--- config.mk ---
export PLATFORM = sky130hd
export DESIGN_NAME = burst_dqpsk_symbol_mapper_core
export DESIGN_NICKNAME = d
export VERILOG_FILES = /design/src/rtl/bdsm_pkg.sv /design/src/rtl/burst_dqpsk_symbol_mapper_core.sv /design/src/rtl/bdsm_front.sv /design/src/rtl/bdsm_back.sv
export SDC_FILE = /design/constraint.sdc
export NUM_CORES = 1
export LEC_CHECK = 0
export CAP_MARGIN = 30
export CORE_MARGIN = 4
export CORE_UTILIZATION = 52
export DETAILED_ROUTE_END_ITERATION = 10
export DONT_BUFFER_PORTS = 1
export HOLD_SLACK_MARGIN = 0.1
export PLACE_DENSITY_LB_ADDON = 0.15
export REMOVE_ABC_BUFFERS = 1
export SYNTH_ARGS = -nofsm -noshare
export SYNTH_HDL_FRONTEND = slang
export SYNTH_SLANG_ARGS = --single-unit
--- constraint.sdc ---
create_clock -name clk -period 15.3 [get_ports clk]
set_input_delay 0 -clock clk [delete_from_list [all_inputs] [get_ports clk]]
set_output_delay 0 -clock clk [all_outputs]
set_load 0.1 [all_outputs]
--- src/rtl/bdsm_pkg.sv ---
package bdsm_pkg;

    // burst layout defaults
    localparam int TRAIN_SYMBOLS_DEF = 27;
    localparam int LINK_ID_BITS_DEF  = 32;

    // register widths
    localparam int TRAIN_W     = 27;
    localparam int LINK_W      = 32;
    localparam int TRAIN_EXT_W = 32;
    localparam int CFG_DATA_W  = 32;
    localparam int CFG_IDX_W   = 2;

    // register indexes
    localparam logic [CFG_IDX_W-1:0] CFG_TRAINING = 2'd0;
    localparam logic [CFG_IDX_W-1:0] CFG_LINK_ID  = 2'd1;

    localparam logic [TRAIN_W-1:0] TRAINING_RESET = 27'd132554954;
    localparam logic [LINK_W-1:0]  LINK_ID_RESET  = 32'd801918003;

    // symbol kinds
    localparam logic [1:0] KIND_TRAIN = 2'd0;
    localparam logic [1:0] KIND_LINK  = 2'd1;
    localparam logic [1:0] KIND_DATA  = 2'd2;
    localparam logic [1:0] KIND_CRC   = 2'd3;

    // crc-32/mpeg-2 and x^15+x^14+1 scrambler
    localparam logic [31:0] CRC_POLY = 32'h04C1_1DB7;
    localparam logic [31:0] CRC_INIT = 32'hFFFF_FFFF;
    localparam logic [14:0] SCR_SEED = 15'h0029;

    // item queue between front and back
    localparam int QUEUE_DEPTH = 4;
    localparam int QUEUE_AW    = 2;

    typedef struct packed {
        logic bit_first;
        logic bit_second;
        logic burst_start;
        logic burst_end;
    } item_t;

    typedef struct packed {
        logic  valid;
        item_t item;
    } head_t;

    // dibit to phase step in octants
    function automatic logic [2:0] phase_step(input logic b0, input logic b1);
        logic [2:0] step;
        unique case ({b0, b1})
            2'b00: step = 3'd1;
            2'b01: step = 3'd3;
            2'b11: step = 3'd5;
            2'b10: step = 3'd7;
        endcase
        return step;
    endfunction

    // one msb-first crc bit
    function automatic logic [31:0] crc_step(input logic [31:0] crc, input logic b);
        logic [31:0] shifted;
        shifted = {crc[30:0], 1'b0};
        return (crc[31] ^ b) ? (shifted ^ CRC_POLY) : shifted;
    endfunction

endpackage

--- src/rtl/burst_dqpsk_symbol_mapper_core.sv ---
// the first symbol of an item is registered in the queue and then in the output register
// one symbol per cycle unless the output stalls; a plain data item gives a single symbol
// a burst start adds TRAIN_SYMBOLS + LINK_ID_BITS/2 symbols, a burst end adds 16 crc symbols
// the symbol sequencer sets the rate, one symbol per cycle unless stalled; a 4-item queue decouples input
// reset (rst_n, async, low) empties the queue, zeroes the phase, seeds scrambler and crc,
// and loads the register reset values
module burst_dqpsk_symbol_mapper_core #(
    parameter int TRAIN_SYMBOLS = bdsm_pkg::TRAIN_SYMBOLS_DEF,
    parameter int LINK_ID_BITS  = bdsm_pkg::LINK_ID_BITS_DEF
) (
    input  logic                            clk,
    input  logic                            rst_n,
    // input item channel
    input  logic                            in_valid,
    output logic                            in_ready,
    input  logic                            bit_first,
    input  logic                            bit_second,
    input  logic                            burst_start,
    input  logic                            burst_end,
    // symbol channel
    output logic                            out_valid,
    input  logic                            out_ready,
    output logic [2:0]                      phase_octant,
    output logic [1:0]                      symbol_kind,
    output logic                            last_of_run,
    // configuration write port
    input  logic                            cfg_wr_en,
    input  logic [bdsm_pkg::CFG_IDX_W-1:0]  cfg_index,
    input  logic [bdsm_pkg::CFG_DATA_W-1:0] cfg_wdata
);
    import bdsm_pkg::*;

    // configuration registers; the user must write them only while idle, the block does not enforce it
    logic [TRAIN_W-1:0] training_word_reg;
    logic [LINK_W-1:0]  link_id_word_reg;

    // queue head handed from front to back, pop returned on the last symbol
    head_t head;
    logic  pop;

    always_ff @(posedge clk or negedge rst_n)
    begin
        if (!rst_n)
        begin
            training_word_reg <= TRAINING_RESET;
            link_id_word_reg  <= LINK_ID_RESET;
        end
        else if (cfg_wr_en)
        begin
            unique case (cfg_index)
                CFG_TRAINING: training_word_reg <= cfg_wdata[TRAIN_W-1:0];
                CFG_LINK_ID:  link_id_word_reg  <= cfg_wdata[LINK_W-1:0];
                // writes beyond the register list are dropped
                default:      ;
            endcase
        end
    end

    // front: takes items into a small queue so input waits on a stalled output only once the queue is full
    bdsm_front u_front (
        .clk         (clk),
        .rst_n       (rst_n),
        .in_valid    (in_valid),
        .in_ready    (in_ready),
        .bit_first   (bit_first),
        .bit_second  (bit_second),
        .burst_start (burst_start),
        .burst_end   (burst_end),
        .head        (head),
        .pop         (pop)
    );

    // back: sequences training, link id, data and crc symbols, one per cycle unless the output stalls,
    // into an output register that accepts a new symbol as the old one leaves
    bdsm_back #(
        .TRAIN_SYMBOLS (TRAIN_SYMBOLS),
        .LINK_ID_BITS  (LINK_ID_BITS)
    ) u_back (
        .clk           (clk),
        .rst_n         (rst_n),
        .head          (head),
        .pop           (pop),
        .training_word (training_word_reg),
        .link_id_word  (link_id_word_reg),
        .out_ready     (out_ready),
        .out_valid     (out_valid),
        .phase_octant  (phase_octant),
        .symbol_kind   (symbol_kind),
        .last_of_run   (last_of_run)
    );

endmodule

--- src/rtl/bdsm_front.sv ---
module bdsm_front (
    input  logic            clk,
    input  logic            rst_n,
    input  logic            in_valid,
    output logic            in_ready,
    input  logic            bit_first,
    input  logic            bit_second,
    input  logic            burst_start,
    input  logic            burst_end,
    output bdsm_pkg::head_t head,
    input  logic            pop
);
    import bdsm_pkg::*;

    localparam logic [QUEUE_AW:0] FULL_COUNT = (QUEUE_AW+1)'(QUEUE_DEPTH);

    item_t                q_mem [QUEUE_DEPTH];
    logic [QUEUE_AW-1:0]  wr_ptr_reg;
    logic [QUEUE_AW-1:0]  rd_ptr_reg;
    logic [QUEUE_AW:0]    count_reg;
    logic [QUEUE_AW:0]    count_next;
    logic                 push;
    item_t                in_item;

    always_comb
    begin
        in_ready             = (count_reg != FULL_COUNT);
        push                 = in_valid && in_ready;
        in_item.bit_first    = bit_first;
        in_item.bit_second   = bit_second;
        in_item.burst_start  = burst_start;
        in_item.burst_end    = burst_end;
        head.valid           = (count_reg != '0);
        head.item            = q_mem[rd_ptr_reg];
        count_next           = count_reg;
        if (push && !pop)
        begin
            count_next = count_reg + 1'b1;
        end
        else if (pop && !push)
        begin
            count_next = count_reg - 1'b1;
        end
    end

    always_ff @(posedge clk)
    begin
        if (push)
        begin
            q_mem[wr_ptr_reg] <= in_item;
        end
    end

    always_ff @(posedge clk or negedge rst_n)
    begin
        if (!rst_n)
        begin
            wr_ptr_reg <= '0;
            rd_ptr_reg <= '0;
            count_reg  <= '0;
        end
        else
        begin
            if (push)
            begin
                wr_ptr_reg <= wr_ptr_reg + 1'b1;
            end
            if (pop)
            begin
                rd_ptr_reg <= rd_ptr_reg + 1'b1;
            end
            count_reg <= count_next;
        end
    end

`ifndef SYNTHESIS
    a_fill_up: assert property (@(posedge clk) disable iff (!rst_n)
        (push && !pop) |=> (count_reg == $past(count_reg) + 1'b1))
        else $error("queue count did not grow on push");
    a_drain: assert property (@(posedge clk) disable iff (!rst_n)
        (pop && !push) |=> (count_reg == $past(count_reg) - 1'b1))
        else $error("queue count did not shrink on pop");
    a_pop_nonempty: assert property (@(posedge clk) disable iff (!rst_n)
        pop |-> (count_reg != '0))
        else $error("pop from empty queue");
`endif

endmodule

--- src/rtl/bdsm_back.sv ---
module bdsm_back #(
    parameter int TRAIN_SYMBOLS = bdsm_pkg::TRAIN_SYMBOLS_DEF,
    parameter int LINK_ID_BITS  = bdsm_pkg::LINK_ID_BITS_DEF
) (
    input  logic                         clk,
    input  logic                         rst_n,
    input  bdsm_pkg::head_t              head,
    output logic                         pop,
    input  logic [bdsm_pkg::TRAIN_W-1:0] training_word,
    input  logic [bdsm_pkg::LINK_W-1:0]  link_id_word,
    input  logic                         out_ready,
    output logic                         out_valid,
    output logic [2:0]                   phase_octant,
    output logic [1:0]                   symbol_kind,
    output logic                         last_of_run
);
    import bdsm_pkg::*;

    localparam logic [2:0] ST_HEAD  = 3'd0;
    localparam logic [2:0] ST_TRAIN = 3'd1;
    localparam logic [2:0] ST_LINK  = 3'd2;
    localparam logic [2:0] ST_DATA  = 3'd3;
    localparam logic [2:0] ST_CRC   = 3'd4;

    localparam logic [4:0] TRAIN_LAST = 5'(TRAIN_SYMBOLS - 1);
    localparam logic [4:0] LINK_TOP   = 5'(LINK_ID_BITS - 1);
    localparam logic [4:0] LINK_LAST  = 5'(LINK_ID_BITS / 2 - 1);
    localparam logic [4:0] CRC_LAST   = 5'd15;

    logic [2:0]  st_reg, st_next;
    logic [4:0]  cnt_reg, cnt_next;
    logic [2:0]  phase_reg, phase_next;
    logic [14:0] scr_reg, scr_next;
    logic [31:0] crc_reg, crc_next;

    logic        out_valid_reg;
    logic [2:0]  phase_out_reg;
    logic [1:0]  kind_out_reg;
    logic        last_out_reg;

    logic                   fire;
    logic                   fresh;
    logic [4:0]             cnt_eff;
    logic [2:0]             base_phase;
    logic [14:0]            base_scr;
    logic [31:0]            base_crc;
    logic [1:0]             kind;
    logic [TRAIN_EXT_W-1:0] train_ext;
    logic [4:0]             tidx;
    logic [4:0]             lidx0;
    logic [4:0]             lidx1;
    logic                   fb1;
    logic                   fb2;
    logic [14:0]            scr_two;
    logic [31:0]            crc_data;
    logic                   cb0;
    logic                   cb1;
    logic                   s0;
    logic                   s1;
    logic                   is_last;

    always_comb
    begin
        fire       = head.valid && (!out_valid_reg || out_ready);
        fresh      = (st_reg == ST_HEAD) && head.item.burst_start;
        cnt_eff    = (st_reg == ST_HEAD) ? '0 : cnt_reg;
        base_phase = fresh ? 3'd0 : phase_reg;
        base_scr   = fresh ? SCR_SEED : scr_reg;
        base_crc   = fresh ? CRC_INIT : crc_reg;

        train_ext  = {{(TRAIN_EXT_W-TRAIN_W){1'b0}}, training_word};
        tidx       = TRAIN_LAST - cnt_eff;
        lidx0      = LINK_TOP - {cnt_eff[3:0], 1'b0};
        lidx1      = lidx0 - 5'd1;

        // two scrambler steps
        fb1        = base_scr[14] ^ base_scr[13];
        fb2        = base_scr[13] ^ base_scr[12];
        scr_two    = {base_scr[12:0], fb1, fb2};

        crc_data   = crc_step(crc_step(base_crc, head.item.bit_first), head.item.bit_second);
        cb0        = base_crc[{~cnt_eff[3:0], 1'b1}];
        cb1        = base_crc[{~cnt_eff[3:0], 1'b0}];

        unique case (st_reg)
            ST_HEAD:  kind = fresh ? KIND_TRAIN : KIND_DATA;
            ST_TRAIN: kind = KIND_TRAIN;
            ST_LINK:  kind = KIND_LINK;
            ST_DATA:  kind = KIND_DATA;
            ST_CRC:   kind = KIND_CRC;
            default:  kind = KIND_DATA;
        endcase

        s0       = 1'b0;
        s1       = 1'b0;
        scr_next = base_scr;
        crc_next = base_crc;
        st_next  = st_reg;
        cnt_next = cnt_eff;
        is_last  = 1'b0;

        unique case (kind)
            KIND_TRAIN:
            begin
                s0 = train_ext[tidx];
                s1 = train_ext[tidx];
                if (cnt_eff == TRAIN_LAST)
                begin
                    st_next  = ST_LINK;
                    cnt_next = '0;
                end
                else
                begin
                    st_next  = ST_TRAIN;
                    cnt_next = cnt_eff + 5'd1;
                end
            end
            KIND_LINK:
            begin
                s0 = link_id_word[lidx0];
                s1 = link_id_word[lidx1];
                if (cnt_eff == LINK_LAST)
                begin
                    st_next  = ST_DATA;
                    cnt_next = '0;
                end
                else
                begin
                    cnt_next = cnt_eff + 5'd1;
                end
            end
            KIND_DATA:
            begin
                s0       = head.item.bit_first ^ fb1;
                s1       = head.item.bit_second ^ fb2;
                scr_next = scr_two;
                crc_next = crc_data;
                cnt_next = '0;
                if (head.item.burst_end)
                begin
                    st_next = ST_CRC;
                end
                else
                begin
                    st_next = ST_HEAD;
                    is_last = 1'b1;
                end
            end
            KIND_CRC:
            begin
                s0       = cb0 ^ fb1;
                s1       = cb1 ^ fb2;
                scr_next = scr_two;
                if (cnt_eff == CRC_LAST)
                begin
                    st_next  = ST_HEAD;
                    cnt_next = '0;
                    is_last  = 1'b1;
                end
                else
                begin
                    cnt_next = cnt_eff + 5'd1;
                end
            end
        endcase

        phase_next = base_phase + phase_step(s0, s1);
        pop        = fire && is_last;
    end

    always_ff @(posedge clk or negedge rst_n)
    begin
        if (!rst_n)
        begin
            st_reg        <= ST_HEAD;
            cnt_reg       <= '0;
            phase_reg     <= '0;
            scr_reg       <= SCR_SEED;
            crc_reg       <= CRC_INIT;
            out_valid_reg <= 1'b0;
        end
        else
        begin
            if (fire)
            begin
                st_reg        <= st_next;
                cnt_reg       <= cnt_next;
                phase_reg     <= phase_next;
                scr_reg       <= scr_next;
                crc_reg       <= crc_next;
                out_valid_reg <= 1'b1;
            end
            else if (out_ready)
            begin
                out_valid_reg <= 1'b0;
            end
        end
    end

    always_ff @(posedge clk)
    begin
        if (fire)
        begin
            phase_out_reg <= phase_next;
            kind_out_reg  <= kind;
            last_out_reg  <= is_last;
        end
    end

    assign out_valid    = out_valid_reg;
    assign phase_octant = phase_out_reg;
    assign symbol_kind  = kind_out_reg;
    assign last_of_run  = last_out_reg;

`ifndef SYNTHESIS
    a_crc_run_closes: assert property (@(posedge clk) disable iff (!rst_n)
        (fire && st_reg == ST_CRC && cnt_reg == CRC_LAST) |=> (st_reg == ST_HEAD))
        else $error("crc run did not return to item head");
    a_burst_opens_train: assert property (@(posedge clk) disable iff (!rst_n)
        (fire && fresh) |=> (out_valid && symbol_kind == KIND_TRAIN && phase_reg != 3'd0
            || out_valid && symbol_kind == KIND_TRAIN))
        else $error("burst start did not open with training");
    a_plain_data_last: assert property (@(posedge clk) disable iff (!rst_n)
        (fire && kind == KIND_DATA && !head.item.burst_end) |=> (out_valid && last_of_run))
        else $error("data item without end not flagged last");
`endif

endmodule
; ---- Word-level counts from Yosys, hierarchy flattened
; Memory sizes are Yosys's and may differ from the RTL's.
; Cells that the tools add are included.
; Widths: inputs -> output; s select.
[totals]
regBits = 131
ram_bits = 16
input_bits = 43
out_inout_bits = 8
memories = 1
[mem_list]
columns = name, words, width, rd, rd_clocked_by_memory_dff, write_ports, line_no
row1 = u_front.q_mem, 4, 4, 1, 0, 1, bdsm_front.sv:17  ; item_t q_mem [QUEUE_DEPTH];
[classes]
n_addsub = 9
order_cmp = 5
n_eq_ne = 15
muxes = 40
bitwise = 11
n_reduce_logical = 22
[ops]
columns = op, count
row1 = $mux 32, 2
row2 = $mux 27, 2
row3 = $lt 5x6->1 const B, 5
row4 = $mux 15, 2
row5 = $not 14->14, 2
row6 = $pmux 3 s4, 2
row7 = $mux 3, 6
row8 = $bmux 1 s5, 3
row9 = $mux 5, 3
row10 = $pmux 5 s3, 1
row11 = $mux 1, 11
row12 = $sub 5x5->5 const A, 2
row13 = $bmux 1 s4, 2
row14 = $eq 2x2->1 const B, 4
row15 = $pmux 1 s4, 2
row16 = $pmux 2 s4, 1
row17 = $xor 1x1->1, 8
row18 = $eq 2x1->1 const B, 3
row19 = $logic_and 1x1->1, 6
row20 = $logic_not 2->1, 3
row21 = $add 5x1->5 const B, 1
row22 = $eq 5x4->1 const B, 1
row23 = $eq 5x5->1 const B, 1
row24 = $sub 5x1->5 const B, 1
row25 = other kinds (20), 28

; ---- Depth between registers and ports, before layout
; Gate-level depths: netlist of run 1.
[depth]
depth_word = 10
ltp_mapped = 20

; ---- Cells and area by module
; A second synthesis of run 1 with hierarchy kept.
[unflattened]
cells_unflattened = 610
area_unflattened_um2 = 7519.7
[by_module_without_submodules]
columns = module, instances, cells_per_inst, area_each_um2, seq_area_each_um2
row1 = bdsm_back, 1, 428, 4160.2, 1700.4
row2 = burst_dqpsk_symbol_mapper_core, 1, 126, 2352.3, 1514.0
row3 = bdsm_front, 1, 56, 1007.2, 655.6

; ---- Worst setup path after synthesis of run 1
; Ideal clock, no wire load.
[synth_path]
kind = reg2reg
from = register u_back.st_reg[1]
to = register u_back.phase_out_reg[2], in the netlist u_back.phase_octant[2], data pin
setup_ps = 264
arrival_time_ps = 4690
path_slack_ps = 10346
path_stages_with_launch = 19
path_buffers = 3
synth_period_minus_slack_ps = 4954
cell_sequence = dfrtp_1 > buf_2 > o31ai_1 > inv_2 > clkbuf_1 > ha_1 > clkbuf_2 > or3_1 > o2111ai_4 > mux4_2 > a22o_1 > or4_1 > o31ai_1 > a41oi_1 > ha_1 > inv_1 > fa_1 > xnor2_1 > xnor2_1
[synth_between]
elab_chain_cells = 10
elab_cells_between_ends = 43
[synth_rtl]
columns = element, line_no
row1 = "start, declared", bdsm_back.sv:30  ; logic [2:0] st_reg, st_next;
row2 = "start signal, assigned", bdsm_back.sv:186  ; st_reg <= st_next;
row3 = $logic_not 3->1, "bdsm_back.sv:65, bdsm_back.sv:66, bdsm_back.sv:85"
row4 = $mux 5 or $logic_and 1x1->1 (tied branches), "bdsm_back.sv:66, bdsm_back.sv:65"
row5 = $sub 5x5->5 (tied with other cells), bdsm_back.sv:73  ; lidx0 = LINK_TOP - {cnt_eff[3:0], 1'b0};
row6 = $sub 5x1->5 (tied with other cells), bdsm_back.sv:74  ; lidx1 = lidx0 - 5'd1;
row7 = $bmux 1 s5 (tied with other cells), bdsm_back.sv:121  ; s1 = link_id_word[lidx1];
row8 = $mux 1 (implied by the code) (tied with other cells), bdsm_back.sv:121
row9 = $pmux 1 s4, bdsm_back.sv:102  ; unique case (kind)
row10 = $eq 2x2->1 (tied with other cells), bdsm_pkg.sv:51  ; unique case ({b0, b1})
row11 = $pmux 3 s4, bdsm_pkg.sv:51
row12 = $add 3x3->3 (*), bdsm_back.sv:167  ; phase_next = base_phase + phase_step(s0, s1);
row13 = named net u_back.phase_next[2], bdsm_back.sv:32  ; logic [2:0] phase_reg, phase_next;
row14 = "end signal, assigned", bdsm_back.sv:204  ; phase_out_reg <= phase_next;
row15 = "end, declared", bdsm_back.sv:37  ; logic [2:0] phase_out_reg;
; The timed path passes the listed nets; every way through them passes the cells marked *. The select of a mux whose other input is x is not followed.
; A chain may end at the register's enable or synchronous reset.

; ---- Worst setup path in the final report of run 1
[layout_path]
from = register u_back.cnt_reg[0]
to = register u_back.phase_reg[2]
[layout_between]
elab_chain_cells = 9
elab_cells_between_ends = 25
[layout_rtl]
columns = element, line_no
row1 = "start, declared", bdsm_back.sv:31  ; logic [4:0] cnt_reg, cnt_next;
row2 = "start signal, assigned", bdsm_back.sv:187  ; cnt_reg <= cnt_next;
row3 = $mux 5 (*), bdsm_back.sv:66  ; cnt_eff = (st_reg == ST_HEAD) ? '0 : cnt_reg;
row4 = $sub 5x5->5 or $not 4->4 (tied branches), "bdsm_back.sv:73, bdsm_back.sv:82, bdsm_back.sv:83"
row5 = $sub 5x1->5 (tied with other cells), bdsm_back.sv:74
row6 = $bmux 1 s5 (tied with other cells), bdsm_back.sv:121
row7 = $mux 1 (implied by the code) (tied with other cells), bdsm_back.sv:121
row8 = $pmux 1 s4, bdsm_back.sv:102
row9 = $eq 2x2->1 (tied with other cells), bdsm_pkg.sv:51
row10 = $pmux 3 s4 (*), bdsm_pkg.sv:51
row11 = $add 3x3->3 (*), bdsm_back.sv:167
row12 = named net u_back.phase_next[2], bdsm_back.sv:32
row13 = "end signal, assigned", bdsm_back.sv:188  ; phase_reg <= phase_next;
row14 = "end, declared", bdsm_back.sv:32
; Marked as above.

==> flow_summary.yaml, run 1 <==
status:
  outcome: "completed"
synthesis:
  synth_edf_count: 22
  synthArstFlopShare: 0.850
  yosysWarnings: 0
  synth_cell_types: 66
  ys_ff_latch: 147
  syn_inst: 641
  syn_area_um2: 7370
  synth-main-ff-cell: "dfstp_2"
  ys_seq_area_frac: 0.525
  synth.avg_cell_area_um2: 11.5
clocking:
  cts_buffers: 17
  clk_latency_ns: 0.44
  clock_path_buffers: 2
  clock_tree.root_cell: "clkbuf_16"
  cts_tree: "built"
  post_cts_buffers: 0
  clk_pin_slew_ns: 0.06
  cts.sinks: 147
  ctsHoldBuffers: 40
  htree_levels: 4
  cts.repair.resized: 0
finish:
  postLayoutCoreUtil: 0.615
  final_nets: 728
  area_growth_pct: 15.9
  drive_gt1_frac: 0.276
  num_antenna_cells: 0
die:
  fp.dieArea_um2: 16100
  rows: 43
  initial_core_util: 0.531
  core_um2: 13900
  io_pins: 51
  die_w_um: 127
  fp.dieH_um: 127
timing:
  tightest_slew_ns: 1.05
  setup_tns_ns: 0
  maxSlewViolCount: 0
  fmax_ghz: 0.184
  skew_ns: 0.0136
  final-setup-viol-count: 0
  grt_setup_unrepaired: "false"
  finalCritPeriodShare: 0.355
  hold_violations: 0
  relSlewSlack: 0.296
  fin_crit_ns: 5.44
power_and_ir_drop:
  ir_worst_vdd_mv: 0.145
  power.density_nw_per_um2: 229
  power_mw: 1.96
  total_leakage_power_nw: 3.47
global_routing:
  antenna_found_initial: 0
  grt_max_degree: 126
  grt_first_pass_wirelength_um: 28300
  grt_pass1_vias: 5321
  gr-usage-all-layers: 0.222
  globalRouteOverflowTotal: 0
worst_hold_path:
  worstHoldPathCells: 3
  hold_end: "training_word_reg[10]"
  hold_path.startpoint: "cfg_index[1]"
  hp-class: "in2reg"
worst_setup_path:
  cp-start-kind: "flip-flop"
  r2r_start: "u_back.cnt_reg[0]"
  crit_path_end_kind: "flip-flop"
  crit_chain: "o31ai_4 > inv_2 > ha_1 > nor2_1 > o2111ai_4 > mux4_2 > a22o_1 > or4_1 > o31ai_1 > a41oi_1 > ha_1 > inv_1 > fa_1 > xnor2_1 > xnor2_1 > nand2_1 > nand2_1"
  critical_path.max_fanout: 25
  worstPathRequired_ns: 15.67
  regToRegEndpoint: "u_back.phase_reg[2]"
  max_stage_delay_ns: 0.91
  r2r_setup_slack_ns: 9.86
  cp-startpoint: "u_back.cnt_reg[0]"
  criticalPathCategory: "reg2reg"
  worst_r2r_path_depth: 17
  arrival_ns: 5.81
  critPathSlowestCell: "dfrtp_1"
detailed_routing:
  wl_per_cell_um: 19.4
  routed_via_density: 5.93
  wirelength_um: 16800
  first_pass_iters: 4
  first_iter_violations: 450
  ant_nets: 0
  num_vias: 5130
  drc: 0
placement:
  hpwl_um: 11400
  port_buffers: 0
  gp_congestion: 0.887
job:
  drv_cap: 0
==> layout make-up <==
| cell class | instances | area, um^2 |
|---|---|---|
| clock buffer | 19 | 455 |
| clock inverter | 13 | 114 |
| fill | 1079 | 5340 |
| inverter | 15 | 56.3 |
| multi-input combinational | 442 | 3320 |
| sequential | 147 | 3870 |
| tap | 180 | 225 |
| timing repair buffer | 49 | 505 |
==> synth_stat cells, drive strengths merged (14+ instances only) <==
cell type	instances	share of area
a21oi	29	0.020
a22o	14	0.017
clkbuf	28	0.014
dfrtp	60	0.20
dfstp	65	0.23
edfxtp	22	0.090
inv	14	0.0071
mux2	62	0.095
mux2i	18	0.024
nand2	49	0.025
nand3	16	0.011
nor2	73	0.037
o21ai	21	0.014
o22a	15	0.018
xnor2	16	0.024
xor2	20	0.025
==> how the worst max path moves through the flow <==
stage	end	cells after the start
floorplan	u_back.phase_octant[2]	15
global placement	u_back.phase_reg[2]	17
detailed placement	u_back.phase_reg[2]	17
CTS	u_back.phase_reg[2]	17
global route	u_back.phase_reg[2]	17
finish	u_back.phase_reg[2]	17
==> power by group <==
part / internal (mW) / total, mW / switching, mW
sequential: 0.575 / 0.763 / 0.187
clock: 0.223 / 0.400 / 0.177
combinational: 0.353 / 0.794 / 0.441
total: 1.15 / 1.96 / 0.805
==> cells in the final DEF (no fill, tap or decap), types with 3 or more instances in the layout <==
master,count
nor2_1,72
or4_1,3
clkbuf_16,18
buf_4,8
dlygate4sd3_1,39
o22ai_1,4
or3_1,5
and2_0,3
o22a_1,15
inv_1,13
xor2_1,19
o21ai_0,21
dfstp_2,65
inv_6,6
nand3_1,16
a21oi_1,29
a2111oi_0,5
edfxtp_1,22
a22oi_1,3
clkinv_4,4
nor4_1,4
ha_1,11
nand2_1,49
nor3_1,10
mux2i_1,18
a41oi_1,4
nor2b_1,3
dfrtp_1,60
xnor2_1,13
mux4_2,8
and3_1,8
a22o_1,14
mux2_2,62
==> kinds of logic after synthesis <==
kind of cell | count (synthesis) | share of synthesized area
AND/OR/NAND/NOR | 182 | 0.110
multiplexers | 88 | 0.144
XOR/XNOR | 36 | 0.0484
adder cells (fa/ha/maj) | 13 | 0.0241
flip-flops | 147 | 0.525
buffers and inverters | 52 | 0.0280
AO/OA/AOI/OAI | 123 | 0.121
==> metrics by stage <==
stage	std cells	setup WS, ns	area, um^2	hold WS [ns]
finish	865	9.86	8540	0.121
global route	865	9.50	8540	0.127
CTS	864	9.83	8520	0.109
detailed placement	792	9.87	7530	-0.290
global placement	790	10.07	7510	-0.290
floorplan	604	9.05	7220	-0.296
==> critical path: cells and delay by family (launching register included) <==
family / cells / cell delay (ns)
XOR/XNOR: 2 / 0.38
multiplexers: 1 / 0.55
adder cells (fa/ha/maj): 3 / 1.17
AO/OA/AOI/OAI: 5 / 1.06
flip-flops: 1 / 0.91
buffers and inverters: 2 / 0.47
AND/OR/NAND/NOR: 4 / 0.82
==> per-layer routing <==
layer / global-route usage / wire length, um
met5: 0 / 0
met4: 0.0770 / 342
met3: 0.0548 / 771
met2: 0.345 / 8020
met1: 0.308 / 7670
Note: power is estimated with default switching activity, not from simulation.
==> run 2: changes to the inputs <==
ABC_AREA = 1   (was default)
clock period = 4.5 ns   (was 15.3 ns; I/O delays follow)
==> run 2 against run 1 <==
Net effect:
- fmax rose by 38%
- clock skew is 0.0063 ns lower
- critical path type unchanged
- via count up 28%
- critical path depth grew 2
- cell area rose by 7.5%
- non-clock buffer count rose by 6
- register-to-register slack got worse by 9.3 ns
- first-iteration DRC count is 20% higher
- synthesized cell count rose by 57%
==> flow_summary.yaml, run 2 <==
clocking:
  cts_buffers: 17
  clk_latency_ns: 0.42
  ctsHoldBuffers: 41
  cts.sinks: 147
  cts_tree: "built"
  cts.repair.resized: 0
  htree_levels: 4
  clk_pin_slew_ns: 0.06
  clock_tree.root_cell: "clkbuf_16"
  clock_path_buffers: 2
  post_cts_buffers: 0
power_and_ir_drop:
  p_sw_mw: 3.57
  power_mw: 7.77
  seqPwrFrac: 0.318
  intPower_mw: 4.20
  ir_worst_vdd_mv: 0.448
  p_clk_frac: 0.180
  total_leakage_power_nw: 4.32
  power.density_nw_per_um2: 846
  sw_frac_of_total: 0.459
  power_frac_comb: 0.502
finish:
  postLayoutCoreUtil: 0.604
  num_antenna_cells: 0
  layout_common_cells: "255 x nand2_1, 137 x o21ai_0, 120 x inv_1"
  multi_input_area_um2: 3470
  final_cell_area_um2: 9190
  layout_commonest_cell: "nand2_1"
  ff_latch_area_um2: 3870
  fillers: 1373
  final_nets: 1090
  drive_gt1_frac: 0.149
  area_growth_pct: 13.8
synthesis:
  ys_ff_latch: 147
  synth_top_area_cell: "dfstp_2"
  synthArstFlopShare: 0.850
  synth-main-ff-cell: "dfstp_2"
  netlist_top_cells_area: "dfstp_2 21%, dfrtp_1 19%, nand2_1 12%"
  yosysMostFrequentCell: "nand2_1"
  synth.avg_cell_area_um2: 8.00
  synth.top_cells.by_count: "255 x nand2_1, 137 x o21ai_0, 120 x inv_1"
  synth_edf_count: 22
  syn_area_um2: 8070
  syn_inst: 1009
  synth_cell_types: 43
  ys_seq_area_frac: 0.479
  yosysWarnings: 0
  synthDominantCellAreaShare: 0.212
placement:
  gp_congestion: 0.841
  hpwl_um: 11700
  port_buffers: 0
  dpl_cell_area_um2: 8180
global_routing:
  gr-usage-all-layers: 0.217
  grt_max_degree: 126
  grt_first_pass_wirelength_um: 31500
  grt_pass1_vias: 6430
  globalRouteOverflowTotal: 0
  antenna_found_initial: 0
job:
  drv_cap: 0
worst_setup_path:
  arrival_ns: 4.11
  critPathSlowestCell: "ha_1"
  crit_path_end_kind: "flip-flop"
  criticalPathCategory: "reg2reg"
  r2r_setup_slack_ns: 0.56
  cp-start-kind: "flip-flop"
  critical_path.max_fanout: 19
  cp_common_cell: "inv_1"
  worst_r2r_path_depth: 19
  regToRegEndpoint: "u_back.phase_octant[2]"
  crit_chain: "nor2_2 > nand2_2 > nand2_2 > inv_1 > ha_1 > inv_1 > o21ai_0 > o21ai_0 > nand3_1 > nand2_1 > nand2_1 > nand3_1 > o21ai_1 > ha_1 > inv_1 > fa_1 > xnor2_1 > xor2_1 > inv_1"
  worstPathRequired_ns: 4.67
  max_stage_delay_ns: 0.47
  r2r_start: "u_back.st_reg[1]"
status:
  outcome: "completed"
die:
  initial_core_util: 0.531
  core_um2: 15200
  fp.dieArea_um2: 17600
  fp.dieH_um: 133
  io_pins: 51
  rows: 45
  die_w_um: 133
detailed_routing:
  ant_nets: 0
  num_vias: 6567
  wirelength_um: 18100
  first_pass_iters: 5
  wl_per_cell_um: 14.6
  routed_via_density: 5.32
  first_iter_violations: 540
  drc: 0
timing:
  tightest_slew_ns: 0.908
  relSlewSlack: 0.395
  fin_crit_ns: 3.94
  hold_violations: 0
  hold_ws_ns: 0.108
  finalCritPeriodShare: 0.876
  fmax_ghz: 0.254
  setup_tns_ns: 0
  skew_ns: 0.00738
  final-setup-viol-count: 0
  maxSlewViolCount: 0
  grt_setup_unrepaired: "false"
worst_hold_path:
  hp-class: "in2reg"
  hold_path.startpoint: "cfg_index[0]"
  hold_end: "link_id_word_reg[23]"
  worstHoldPathCells: 4
run 2: cell type report:
cell class                 count  share of cell area
timing repair buffer          55              0.0580
inverter                     131              0.0541
tap                          188              0.0256
multi-input combinational    682               0.378
clock inverter                12              0.0125
sequential                   147               0.421
clock buffer                  20              0.0509
run 2: cell families (layout without fill, tap and decap cells):
family | after synthesis | after routing | share of synthesized area
AND/OR/NAND/NOR | 398 | 398 | 0.203
AO/OA/AOI/OAI | 248 | 248 | 0.170
buffers and inverters | 180 | 218 | 0.0919
flip-flops | 147 | 147 | 0.479
XOR/XNOR | 18 | 18 | 0.0265
adder cells (fa/ha/maj) | 13 | 13 | 0.0220
multiplexers | 5 | 5 | 0.00698
run 2: critical path, delay by kind of cell, from the launching register on:
| kind | cells | cell delay [ns] |
|---|---|---|
| AO/OA/AOI/OAI | 3 | 0.40 |
| adder cells (fa/ha/maj) | 3 | 1.15 |
| AND/OR/NAND/NOR | 7 | 0.99 |
| XOR/XNOR | 2 | 0.39 |
| buffers and inverters | 4 | 0.37 |
| flip-flops | 1 | 0.41 |
run 2: worst max-delay path by stage:
stage,slack (ns),to,cells after the start,startpoint
after floorplan,0.05,u_back.scr_reg[1],6,u_back.out_valid
after global placement,0.71,u_back.phase_octant[2],20,u_back.st_reg[1]
after detailed placement,0.56,u_back.phase_octant[2],18,u_back.st_reg[1]
after CTS,0.55,u_back.phase_octant[2],18,u_back.st_reg[1]
after global routing,0.14,u_back.phase_octant[2],20,u_back.st_reg[1]
final,0.56,u_back.phase_octant[2],19,u_back.st_reg[1]
run 2: power groups by stage:
stage | Combinational (mW) | Sequential [mW] | Clock [mW]
finish | 3.90 | 2.47 | 1.40
detailed placement | 3.85 | 2.49 | 0
CTS | 3.92 | 2.47 | 1.42
global route | 4.51 | 2.53 | 1.49
floorplan | 2.99 | 2.42 | 0
global placement | 3.78 | 2.48 | 0
run 2: per-stage QoR:
step / std cells / setup slack, ns
2_1_floorplan: 960 / 0.0549
3_3_place_gp: 1162 / 0.708
3_5_place_dp: 1162 / 0.559
4_1_cts: 1235 / 0.546
5_1_grt: 1235 / 0.137
6_report: 1235 / 0.557
run 2: routing by layer:
metal | vias to the layer above | track usage | part of all wire
li1 | 3326 | - | -
met1 | 3040 | 0.299 | 0.46
met2 | 169 | 0.340 | 0.47
met3 | 32 | 0.0483 | 0.049
met4 | 0 | 0.0774 | 0.024
met5 | - | 0 | 0
